`src/design/btg_pkg.sv`:
```
`default_nettype none

package btg_pkg;

  localparam int CfgIdxW  = 8;
  localparam int CfgDataW = 32;

  localparam logic [CfgIdxW-1:0] RegCapVeryCold  = 8'd0;
  localparam logic [CfgIdxW-1:0] RegCapCold      = 8'd1;
  localparam logic [CfgIdxW-1:0] RegCapNormal    = 8'd2;
  localparam logic [CfgIdxW-1:0] RegCapWarm      = 8'd3;
  localparam logic [CfgIdxW-1:0] RegPulseCurrent = 8'd4;
  localparam logic [CfgIdxW-1:0] RegCritVoltage  = 8'd5;
  localparam logic [CfgIdxW-1:0] RegWarnVoltage  = 8'd6;
  localparam logic [CfgIdxW-1:0] RegLowCharge    = 8'd7;

  localparam logic [23:0] CapVeryColdRst  = 24'd8300000;
  localparam logic [23:0] CapColdRst      = 24'd9400000;
  localparam logic [23:0] CapNormalRst    = 24'd10500000;
  localparam logic [23:0] CapWarmRst      = 24'd10500000;
  localparam logic [9:0]  PulseCurrentRst = 10'd500;
  localparam logic [12:0] CritVoltageRst  = 13'd2500;
  localparam logic [12:0] WarnVoltageRst  = 13'd2800;
  localparam logic [9:0]  LowChargeRst    = 10'd300;

  localparam logic signed [11:0] VeryColdLimit = -12'sd200;
  localparam logic signed [11:0] ColdLimit     = 12'sd0;
  localparam logic signed [11:0] NormalLimit   = 12'sd200;
  localparam logic [15:0] HighImpedanceMohm    = 16'd1500;
  localparam logic [9:0]  LowChargeWarn        = 10'd200;
  localparam logic [9:0]  PermilleFull         = 10'd1000;

  // ceil(2^36 / 1000); exact floor division for products below 2^26
  localparam logic [26:0] RecipDiv1000 = 27'd68719477;
  localparam int          RecipShift   = 36;

  typedef enum logic [1:0] {
    VerdictGo    = 2'd0,
    VerdictWarn  = 2'd1,
    VerdictBlock = 2'd2
  } btg_verdict_e;

  typedef struct packed {
    logic [12:0]        cell_voltage_mv;
    logic signed [11:0] temperature_decideg;
    logic [23:0]        used_charge_uah;
    logic [15:0]        resistance_mohm;
  } btg_in_t;

  typedef struct packed {
    logic [1:0]  verdict;
    logic [9:0]  charge_permille;
    logic [23:0] band_capacity_uah;
    logic [12:0] loaded_voltage_mv;
  } btg_out_t;

  typedef struct packed {
    logic [CfgIdxW-1:0]  index;
    logic [CfgDataW-1:0] data;
  } btg_cfg_word_t;

  typedef struct packed {
    logic [23:0] cap_very_cold;
    logic [23:0] cap_cold;
    logic [23:0] cap_normal;
    logic [23:0] cap_warm;
    logic [9:0]  pulse_current_ma;
    logic [12:0] critical_voltage_mv;
    logic [12:0] warning_voltage_mv;
    logic [9:0]  low_charge_permille;
  } btg_cfg_t;

  typedef struct packed {
    logic [33:0] num;
    logic [23:0] cap;
    logic        cap_zero;
    logic [12:0] voltage;
    logic [25:0] drop_prod;
    logic        cold;
    logic        very_cold;
    logic        warm_high_imp;
  } btg_job_t;

  typedef struct packed {
    logic [23:0] rem;
    logic [2:0]  quo;
  } btg_div3_t;

  // three restoring division steps, most significant bit first
  function automatic btg_div3_t div_step3(logic [23:0] rem, logic [2:0] bits,
                                          logic [23:0] dvs);
    logic [24:0] t;
    logic [24:0] diff;
    logic [23:0] r;
    btg_div3_t   res;
    r = rem;
    res.quo = '0;
    for (int i = 2; i >= 0; i--) begin
      t = {r, bits[i]};
      diff = t - {1'b0, dvs};
      if (t >= {1'b0, dvs}) begin
        r = diff[23:0];
        res.quo[i] = 1'b1;
      end else begin
        r = t[23:0];
      end
    end
    res.rem = r;
    return res;
  endfunction

endpackage

`default_nettype wire

```
`src/design/btg_if.sv`:
```
`default_nettype none

interface btg_in_if;
  import btg_pkg::*;
  logic    valid;
  logic    ready;
  btg_in_t word;
  modport source (output valid, output word, input ready);
  modport sink (input valid, input word, output ready);
endinterface

interface btg_out_if;
  import btg_pkg::*;
  logic     valid;
  logic     ready;
  btg_out_t word;
  modport source (output valid, output word, input ready);
  modport sink (input valid, input word, output ready);
endinterface

interface btg_cfg_if;
  import btg_pkg::*;
  logic          valid;
  logic          ready;
  btg_cfg_word_t word;
  modport source (output valid, output word, input ready);
  modport sink (input valid, input word, output ready);
endinterface

`default_nettype wire

```
`src/design/btg_cfg_regs.sv`:
```
`default_nettype none

module btg_cfg_regs (
  input  logic              clk_i,
  input  logic              rst_ni,
  btg_cfg_if.sink           cfg_i,
  output btg_pkg::btg_cfg_t cfg_o
);
  import btg_pkg::*;

  btg_cfg_t regs_q;
  btg_cfg_t regs_d;

  assign cfg_i.ready = 1'b1;
  assign cfg_o       = regs_q;

  always_comb begin
    regs_d = regs_q;
    if (cfg_i.valid) begin
      case (cfg_i.word.index)
        RegCapVeryCold:  regs_d.cap_very_cold       = cfg_i.word.data[23:0];
        RegCapCold:      regs_d.cap_cold            = cfg_i.word.data[23:0];
        RegCapNormal:    regs_d.cap_normal          = cfg_i.word.data[23:0];
        RegCapWarm:      regs_d.cap_warm            = cfg_i.word.data[23:0];
        RegPulseCurrent: regs_d.pulse_current_ma    = cfg_i.word.data[9:0];
        RegCritVoltage:  regs_d.critical_voltage_mv = cfg_i.word.data[12:0];
        RegWarnVoltage:  regs_d.warning_voltage_mv  = cfg_i.word.data[12:0];
        RegLowCharge:    regs_d.low_charge_permille = cfg_i.word.data[9:0];
        default: ;
      endcase
    end
  end

  always_ff @(posedge clk_i or negedge rst_ni) begin
    if (!rst_ni) begin
      regs_q.cap_very_cold       <= CapVeryColdRst;
      regs_q.cap_cold            <= CapColdRst;
      regs_q.cap_normal          <= CapNormalRst;
      regs_q.cap_warm            <= CapWarmRst;
      regs_q.pulse_current_ma    <= PulseCurrentRst;
      regs_q.critical_voltage_mv <= CritVoltageRst;
      regs_q.warning_voltage_mv  <= WarnVoltageRst;
      regs_q.low_charge_permille <= LowChargeRst;
    end else begin
      regs_q <= regs_d;
    end
  end

endmodule

`default_nettype wire

```
`src/design/btg_front.sv`:
```
`default_nettype none

module btg_front (
  btg_in_if.sink            in_i,
  input  btg_pkg::btg_cfg_t cfg_i,
  input  logic              full_i,
  output logic              push_o,
  output btg_pkg::btg_job_t job_o
);
  import btg_pkg::*;

  logic        very_cold;
  logic        cold;
  logic        normal;
  logic [23:0] cap;
  logic [23:0] remaining;

  assign in_i.ready = !full_i;
  assign push_o     = in_i.valid && !full_i;

  assign very_cold = in_i.word.temperature_decideg < VeryColdLimit;
  assign cold      = in_i.word.temperature_decideg < ColdLimit;
  assign normal    = in_i.word.temperature_decideg < NormalLimit;

  always_comb begin
    if (very_cold) begin
      cap = cfg_i.cap_very_cold;
    end else if (cold) begin
      cap = cfg_i.cap_cold;
    end else if (normal) begin
      cap = cfg_i.cap_normal;
    end else begin
      cap = cfg_i.cap_warm;
    end
  end

  assign remaining = (cap > in_i.word.used_charge_uah) ?
                     cap - in_i.word.used_charge_uah : '0;

  always_comb begin
    job_o.num           = 34'(remaining) * 34'(PermilleFull);
    job_o.cap           = cap;
    job_o.cap_zero      = (cap == '0);
    job_o.voltage       = in_i.word.cell_voltage_mv;
    job_o.drop_prod     = 26'(cfg_i.pulse_current_ma) * 26'(in_i.word.resistance_mohm);
    job_o.cold          = cold;
    job_o.very_cold     = very_cold;
    job_o.warm_high_imp = (in_i.word.resistance_mohm > HighImpedanceMohm) &&
                          (in_i.word.temperature_decideg > ColdLimit);
  end

endmodule

`default_nettype wire

```
`src/design/btg_queue.sv`:
```
`default_nettype none

module btg_queue (
  input  logic              clk_i,
  input  logic              rst_ni,
  input  logic              push_i,
  input  btg_pkg::btg_job_t data_i,
  output logic              full_o,
  input  logic              pop_i,
  output logic              valid_o,
  output btg_pkg::btg_job_t data_o
);
  import btg_pkg::*;

  btg_job_t   mem_q [2];
  logic       wr_ptr_q;
  logic       rd_ptr_q;
  logic [1:0] cnt_q;
  logic [1:0] cnt_d;

  assign full_o  = (cnt_q == 2'd2);
  assign valid_o = (cnt_q != 2'd0);
  assign data_o  = mem_q[rd_ptr_q];

  always_comb begin
    cnt_d = cnt_q;
    if (push_i && !pop_i) begin
      cnt_d = cnt_q + 2'd1;
    end else if (pop_i && !push_i) begin
      cnt_d = cnt_q - 2'd1;
    end
  end

  always_ff @(posedge clk_i or negedge rst_ni) begin
    if (!rst_ni) begin
      wr_ptr_q <= 1'b0;
      rd_ptr_q <= 1'b0;
      cnt_q    <= 2'd0;
    end else begin
      cnt_q <= cnt_d;
      if (push_i) begin
        wr_ptr_q <= !wr_ptr_q;
      end
      if (pop_i) begin
        rd_ptr_q <= !rd_ptr_q;
      end
    end
  end

  always_ff @(posedge clk_i) begin
    if (push_i) begin
      mem_q[wr_ptr_q] <= data_i;
    end
  end

endmodule

`default_nettype wire

```
`src/design/btg_back.sv`:
```
`default_nettype none

module btg_back (
  input  logic              clk_i,
  input  logic              rst_ni,
  input  btg_pkg::btg_cfg_t cfg_i,
  input  logic              valid_i,
  input  btg_pkg::btg_job_t job_i,
  output logic              pop_o,
  btg_out_if.source         out_o
);
  import btg_pkg::*;

  logic        busy_q;
  logic [1:0]  cnt_q;
  logic [23:0] rem_q;
  logic [11:0] bits_q;
  logic [11:0] quo_q;
  logic [23:0] cap_q;
  logic        cap_zero_q;
  logic [12:0] volt_q;
  logic [16:0] drop_q;
  logic [12:0] loaded_q;
  logic        cold_q;
  logic        very_cold_q;
  logic        warm_high_imp_q;

  logic        out_valid_q;
  btg_out_t    out_word_q;
  btg_out_t    out_word_d;

  logic        start;
  logic        last;
  logic        out_free;
  logic        fin_fire;
  logic        step_en;
  logic [23:0] step_rem;
  logic [2:0]  step_bits;
  logic [23:0] step_dvs;
  btg_div3_t   step_res;
  logic [52:0] drop_full;
  logic [12:0] loaded_d;
  logic [11:0] quo_full;
  logic [9:0]  charge;
  btg_verdict_e verdict;

  assign out_free = !out_valid_q || out_o.ready;
  assign start    = !busy_q && valid_i;
  assign last     = busy_q && (cnt_q == 2'd3);
  assign fin_fire = last && out_free;
  assign step_en  = start || (busy_q && !last) || fin_fire;
  assign pop_o    = start;

  assign step_rem  = busy_q ? rem_q : {2'b00, job_i.num[33:12]};
  assign step_bits = busy_q ? bits_q[11:9] : job_i.num[11:9];
  assign step_dvs  = busy_q ? cap_q : job_i.cap;
  assign step_res  = div_step3(step_rem, step_bits, step_dvs);

  assign drop_full = 53'(job_i.drop_prod) * 53'(RecipDiv1000);
  assign loaded_d  = ({4'b0, volt_q} > drop_q) ? volt_q - drop_q[12:0] : '0;

  assign quo_full = {quo_q[8:0], step_res.quo};
  assign charge   = cap_zero_q ? '0 : quo_full[9:0];

  always_comb begin
    if (loaded_q < cfg_i.critical_voltage_mv) begin
      verdict = VerdictBlock;
    end else if (cold_q && (charge < cfg_i.low_charge_permille)) begin
      verdict = VerdictBlock;
    end else if (very_cold_q && (loaded_q < cfg_i.warning_voltage_mv)) begin
      verdict = VerdictWarn;
    end else if (warm_high_imp_q) begin
      verdict = VerdictWarn;
    end else if (charge < LowChargeWarn) begin
      verdict = VerdictWarn;
    end else begin
      verdict = VerdictGo;
    end
  end

  always_comb begin
    out_word_d.verdict           = verdict;
    out_word_d.charge_permille   = charge;
    out_word_d.band_capacity_uah = cap_q;
    out_word_d.loaded_voltage_mv = loaded_q;
  end

  assign out_o.valid = out_valid_q;
  assign out_o.word  = out_word_q;

  always_ff @(posedge clk_i or negedge rst_ni) begin
    if (!rst_ni) begin
      busy_q      <= 1'b0;
      cnt_q       <= 2'd0;
      out_valid_q <= 1'b0;
    end else begin
      if (start) begin
        busy_q <= 1'b1;
        cnt_q  <= 2'd1;
      end else if (fin_fire) begin
        busy_q <= 1'b0;
        cnt_q  <= 2'd0;
      end else if (busy_q && !last) begin
        cnt_q <= cnt_q + 2'd1;
      end
      if (fin_fire) begin
        out_valid_q <= 1'b1;
      end else if (out_o.ready) begin
        out_valid_q <= 1'b0;
      end
    end
  end

  always_ff @(posedge clk_i) begin
    if (step_en) begin
      rem_q  <= step_res.rem;
      bits_q <= busy_q ? {bits_q[8:0], 3'b000} : {job_i.num[8:0], 3'b000};
      quo_q  <= busy_q ? quo_full : {9'b0, step_res.quo};
    end
    if (start) begin
      cap_q           <= job_i.cap;
      cap_zero_q      <= job_i.cap_zero;
      volt_q          <= job_i.voltage;
      drop_q          <= drop_full[RecipShift+16:RecipShift];
      cold_q          <= job_i.cold;
      very_cold_q     <= job_i.very_cold;
      warm_high_imp_q <= job_i.warm_high_imp;
    end
    if (busy_q && (cnt_q == 2'd1)) begin
      loaded_q <= loaded_d;
    end
    if (fin_fire) begin
      out_word_q <= out_word_d;
    end
  end

endmodule

`default_nettype wire

```
`src/design/battery_transmit_gate.sv`:
```
// Transmit gate for a radio fed from a primary cell: go, warn or block.
// in_i   : one word per check (voltage, temperature, used charge, impedance).
// out_o  : one word per input word (verdict, charge per-mille, band capacity,
//          loaded voltage), in input order.
// cfg_i  : register writes (index, data); always ready; write only while idle.
// An accepted word passes the queue, the divider and the output register.
// The charge ratio divider takes one word at a time and resolves 3 quotient
// bits per cycle, but holds on its last step while the output is stalled.
// A 2-entry queue sits between the input classifier and the divider, so input
// words are taken while a result still waits at the output.
// Reset loads the default registers and empties queue, divider and output.
// When the receiver stalls the output register holds its word, the divider
// holds on its last step, the queue fills, and then in_i.ready drops.
`default_nettype none

module battery_transmit_gate (
  input  logic      clk_i,
  input  logic      rst_ni,
  btg_in_if.sink    in_i,
  btg_out_if.source out_o,
  btg_cfg_if.sink   cfg_i
);
  import btg_pkg::*;

  btg_cfg_t cfg;
  btg_job_t push_job;
  btg_job_t head_job;
  logic     push;
  logic     full;
  logic     pop;
  logic     head_valid;

  btg_cfg_regs u_cfg_regs (
    .clk_i  (clk_i),
    .rst_ni (rst_ni),
    .cfg_i  (cfg_i),
    .cfg_o  (cfg)
  );

  btg_front u_front (
    .in_i   (in_i),
    .cfg_i  (cfg),
    .full_i (full),
    .push_o (push),
    .job_o  (push_job)
  );

  btg_queue u_queue (
    .clk_i   (clk_i),
    .rst_ni  (rst_ni),
    .push_i  (push),
    .data_i  (push_job),
    .full_o  (full),
    .pop_i   (pop),
    .valid_o (head_valid),
    .data_o  (head_job)
  );

  btg_back u_back (
    .clk_i   (clk_i),
    .rst_ni  (rst_ni),
    .cfg_i   (cfg),
    .valid_i (head_valid),
    .job_i   (head_job),
    .pop_o   (pop),
    .out_o   (out_o)
  );

endmodule

`default_nettype wire

```
`src/flat_wrapper.sv`:
```
// flat-port wrapper written by rule: the top's interface ports become plain ports
module battery_transmit_gate_flat import btg_pkg::*;
  (clk_i, rst_ni, in_i_valid, in_i_word, in_i_ready, out_o_valid, out_o_word, out_o_ready, cfg_i_valid, cfg_i_word, cfg_i_ready);
  btg_in_if in_i_i ();
  btg_out_if out_o_i ();
  btg_cfg_if cfg_i_i ();
  input  logic clk_i;
  input  logic rst_ni;
  input wire logic [$bits(in_i_i.valid)-1:0] in_i_valid;
  input wire logic [$bits(in_i_i.word)-1:0] in_i_word;
  output wire logic [$bits(in_i_i.ready)-1:0] in_i_ready;
  output wire logic [$bits(out_o_i.valid)-1:0] out_o_valid;
  output wire logic [$bits(out_o_i.word)-1:0] out_o_word;
  input wire logic [$bits(out_o_i.ready)-1:0] out_o_ready;
  input wire logic [$bits(cfg_i_i.valid)-1:0] cfg_i_valid;
  input wire logic [$bits(cfg_i_i.word)-1:0] cfg_i_word;
  output wire logic [$bits(cfg_i_i.ready)-1:0] cfg_i_ready;
  assign in_i_i.valid = in_i_valid;
  assign in_i_i.word = in_i_word;
  assign in_i_ready = in_i_i.ready;
  assign out_o_valid = out_o_i.valid;
  assign out_o_word = out_o_i.word;
  assign out_o_i.ready = out_o_ready;
  assign cfg_i_i.valid = cfg_i_valid;
  assign cfg_i_i.word = cfg_i_word;
  assign cfg_i_ready = cfg_i_i.ready;
  battery_transmit_gate u_core (.clk_i(clk_i), .rst_ni(rst_ni), .in_i(in_i_i), .out_o(out_o_i), .cfg_i(cfg_i_i));
endmodule
```
`config.mk`:
```
export PLATFORM = sky130hd
export DESIGN_NAME = battery_transmit_gate_flat
export DESIGN_NICKNAME = d
export VERILOG_FILES = /design/src/design/btg_pkg.sv /design/src/design/btg_if.sv /design/src/design/btg_cfg_regs.sv /design/src/design/btg_front.sv /design/src/design/btg_queue.sv /design/src/design/btg_back.sv /design/src/design/battery_transmit_gate.sv /design/src/flat_wrapper.sv
export SDC_FILE = /design/constraint.sdc
export NUM_CORES = 2
export LEC_CHECK = 0
export ABC_AREA = 1
export ABC_CLOCK_PERIOD_IN_PS = 14050
export BUFFER_PORTS_ARGS = -buffer_cell sky130_fd_sc_hd__buf_2
export CAP_MARGIN = 25
export CORE_ASPECT_RATIO = 1.4
export CORE_MARGIN = 4
export CORE_UTILIZATION = 45
export DETAILED_ROUTE_END_ITERATION = 12
export SLEW_MARGIN = 10
export SYNTH_ARGS = -nofsm -noshare
export SYNTH_HDL_FRONTEND = slang
export SYNTH_SLANG_ARGS = --single-unit
```
`constraint.sdc`:
```
create_clock -name clk_i -period 14.05 [get_ports clk_i]
set_clock_uncertainty 0.1 [all_clocks]
set_input_delay 2.81 -clock clk_i [delete_from_list [all_inputs] [get_ports clk_i]]
set_output_delay 2.81 -clock clk_i [all_outputs]
set_load 0.02 [all_outputs]
```
==> flow_summary.toml <==
[run_status]
status = "completed"

[route]
drcViolationCount = 0
vias = 33489
routedWlPerCell_um = 18.44
drt-initial-drc-count = 1997
viasPerCell = 5.159
detail-route-antenna-nets = 0
drt-total-wl_mm = 119.7
dr.pass1.iters = 5

[logic_synthesis]
synth_xor_area_frac = 0.03003
synth_area_leader_cell = "edfxtp_1"
synthAdderAreaFrac = 0.3303
synth-simple-area-share = 0.1326
async_flop_share = 0.2982
synth_area_leaders = "edfxtp_1 23%, fa_1 18%, ha_1 15%"
synth_top_area_share = 0.2330
synth_top_family_by_area = "adder cells"
synth_area_um2 = 45490
syn_nets = 6070
synth_ff_type = "edfxtp_1"
synth_edf_count = 353
synth.avg_cell_area_um2 = 9.086
synthesis.instances = 5007
ys_ff_latch = 503
synthMuxAreaShare = 0.0004401
synth_compound_area_frac = 0.09634
yosysUniqueCellTypes = 61
seq_area_frac_synth = 0.3173
ys_warn_count = 0

[layout]
area_delta_synth_final_pct = 8.829
most-common-layout-cells = "1,000 x nand2_1, 979 x inv_1, 540 x ha_1, 413 x fa_1, 353 x edfxtp_1"
finish.instance_area_um2 = 49510
instances_no_fill = 6491
nets = 6190
final_common_cell = "nand2_1"
layout-drive-gt1-share = 0.08050
nFillCells = 9405

[placement]
place.gp.congestion = 0.9154
dp_hpwl_mm = 95.96
io_buffers = 152
placed_area_um2 = 47750
dp.cells = 6396

[worst_setup_path]
endpoint_kind = "register"
cp_slowest_cell = "a31oi_1"
cpMostUsedCell = "nand2_1"
crit_type = "in2reg"
cp_max_fo = 21
r2r_slack_ns = 3.31
worstRegToRegCells = 44
arrival_ns = 12.15
worstReg2RegEnd = "u_core.u_back.out_o.word[47]$_SDFFCE_PP0P_"
cpLargestDelayFamily = "compound AO/OA/AOI/OAI gates"
cp_slowest_stage_delay_ns = 0.57
startpoint_type = "input port"
cp.buffers_inverters = 9
r2r_start = "u_core.u_queue.rd_ptr_q$_DFFE_PN0P_"
required_ns = 14.30

[sta]
tightest_slew_ns = 1.067
max_freq_mhz = 84.03
rsz0062_at_grt = "false"
finalCritPeriodShare = 0.8470
hold_violations = 0
final.setup.tns_ns = 0
min_period_ns = 11.90
slew_headroom = 0.2814
slew_violations = 0
final-setup-viol-count = 0

[clock_network]
clk_pin_slew_ns = 0.06
cts_tree = "yes"
cts_sinks = 503
ctsHoldBuffers = 0
cts_setup_buffers = 0
post_cts_resized = 0
cts_buffer_depth = 3
clk_latency_ns = 0.62
cts_made_buffers = 49
clockRootBuffer = "clkbuf_16"
h-tree-depth = 2

[global_route]
grt_pass1_vias = 34504
grtUsageTotal = 0.2255
grt_pass1_wl_mm = 189.8
antenna_found_initial = 5
overflow = 0
grt_max_degree = 96

[die]
num_rows = 137
core_area_um2 = 99930
die_y_um = 384.2
num_io_pins = 162
dieArea_um2 = 106300
dieWidth_um = 276.7
initial_core_util = 0.4552

[min_path]
hold_end = "u_core.u_back.out_o.word[34]$_DFFE_PP_"
hold_depth = 0
hold_class = "reg2reg"
min_from = "u_core.u_back.cap_q[21]$_DFFE_PP_"

[run]
cap_viol_max_count = 0
sequential cells by signal, indices dropped and copies added, names as in the netlist:
signal and cells:
u_core.u_queue.mem_q 196, u_core.u_cfg_regs.cfg_o 142, u_core.u_back.out_o.word 49, u_core.u_back.cap_q 24
u_core.u_back.rem_q 24, u_core.u_back.drop_q 17, u_core.u_back.loaded_q 13, u_core.u_back.volt_q 13
u_core.u_back.quo_q 7, u_core.u_back.bits_q 6, u_core.u_back.cnt_q 2, u_core.u_queue.cnt_q 2
u_core.u_back.busy_q 1, u_core.u_back.cap_zero_q 1, u_core.u_back.cold_q 1, u_core.u_back.out_o.valid 1
u_core.u_back.very_cold_q 1, u_core.u_back.warm_high_imp_q 1, u_core.u_queue.rd_ptr_q 1, u_core.u_queue.wr_ptr_q 1
per-layer routing:
layer / GRT usage / vias to the layer above / share of wire
li1: - / 16368 / -
met1: 0.2846 / 16254 / 0.42
met2: 0.4123 / 677 / 0.51
met3: 0.02471 / 186 / 0.038
met4: 0.06069 / 4 / 0.028
met5: 0 / - / 0.00023
worst max-delay path by stage:
stage,startpoint,end,depth (start not counted)
after floorplan,in_i_word[51],u_core.u_queue.mem_q[0][96]$_DFFE_PP_,44
final,in_i_word[51],u_core.u_queue.mem_q[0][96]$_DFFE_PP_,39
after global placement,in_i_word[51],u_core.u_queue.mem_q[0][96]$_DFFE_PP_,39
after CTS,in_i_word[51],u_core.u_queue.mem_q[1][96]$_DFFE_PP_,39
after global routing,in_i_word[51],u_core.u_queue.mem_q[0][96]$_DFFE_PP_,43
after detailed placement,in_i_word[51],u_core.u_queue.mem_q[0][96]$_DFFE_PP_,39
final cells by class:
cell class | count | area [µm²] | share of cell area
Clock buffer | 58 | 1324 | 0.02674
Clock inverter | 34 | 430.4 | 0.008694
Sequential cell | 503 | 14440 | 0.2916
Inverter | 989 | 3714 | 0.07501
Timing Repair Buffer | 194 | 1082 | 0.02186
Tap cell | 1320 | 1652 | 0.03336
Antenna cell | 3 | 7.507 | 0.0001516
Multi-Input combinational cell | 3390 | 26860 | 0.5426
stage by stage:
step,hold WS (ns),util,setup WS [ns]
floorplan,0.3183,-,3.397
global placement,0.3268,0.4778,1.609
detailed placement,0.3286,0.4778,1.537
CTS,0.3441,0.4953,2.189
global route,0.3574,0.4953,1.424
finish,0.3421,0.4954,2.150
cells by family (layout without fill, tap and decap cells):
family          after synthesis  in the layout
compound gates              798            798
buf+inv                    1114           1275
flops                       503            503
fa+ha+maj                   953            953
other cells                   1              4
simple gates               1480           1480
mux                           2              2
xor+xnor                    156            156
cell usage after synthesis, types with 86 or more instances:
master	instances
edfxtp_1	353
nand3_1	91
xor2_1	87
nor2_1	243
fa_1	413
ha_1	540
inv_1	981
a21oi_1	284
o21ai_0	341
clkbuf_1	95
nand2_1	1000
dfrtp_1	86
Power is not shown: default switching activity piles up to over one toggle a cycle in this logic, so the estimate is an artifact.
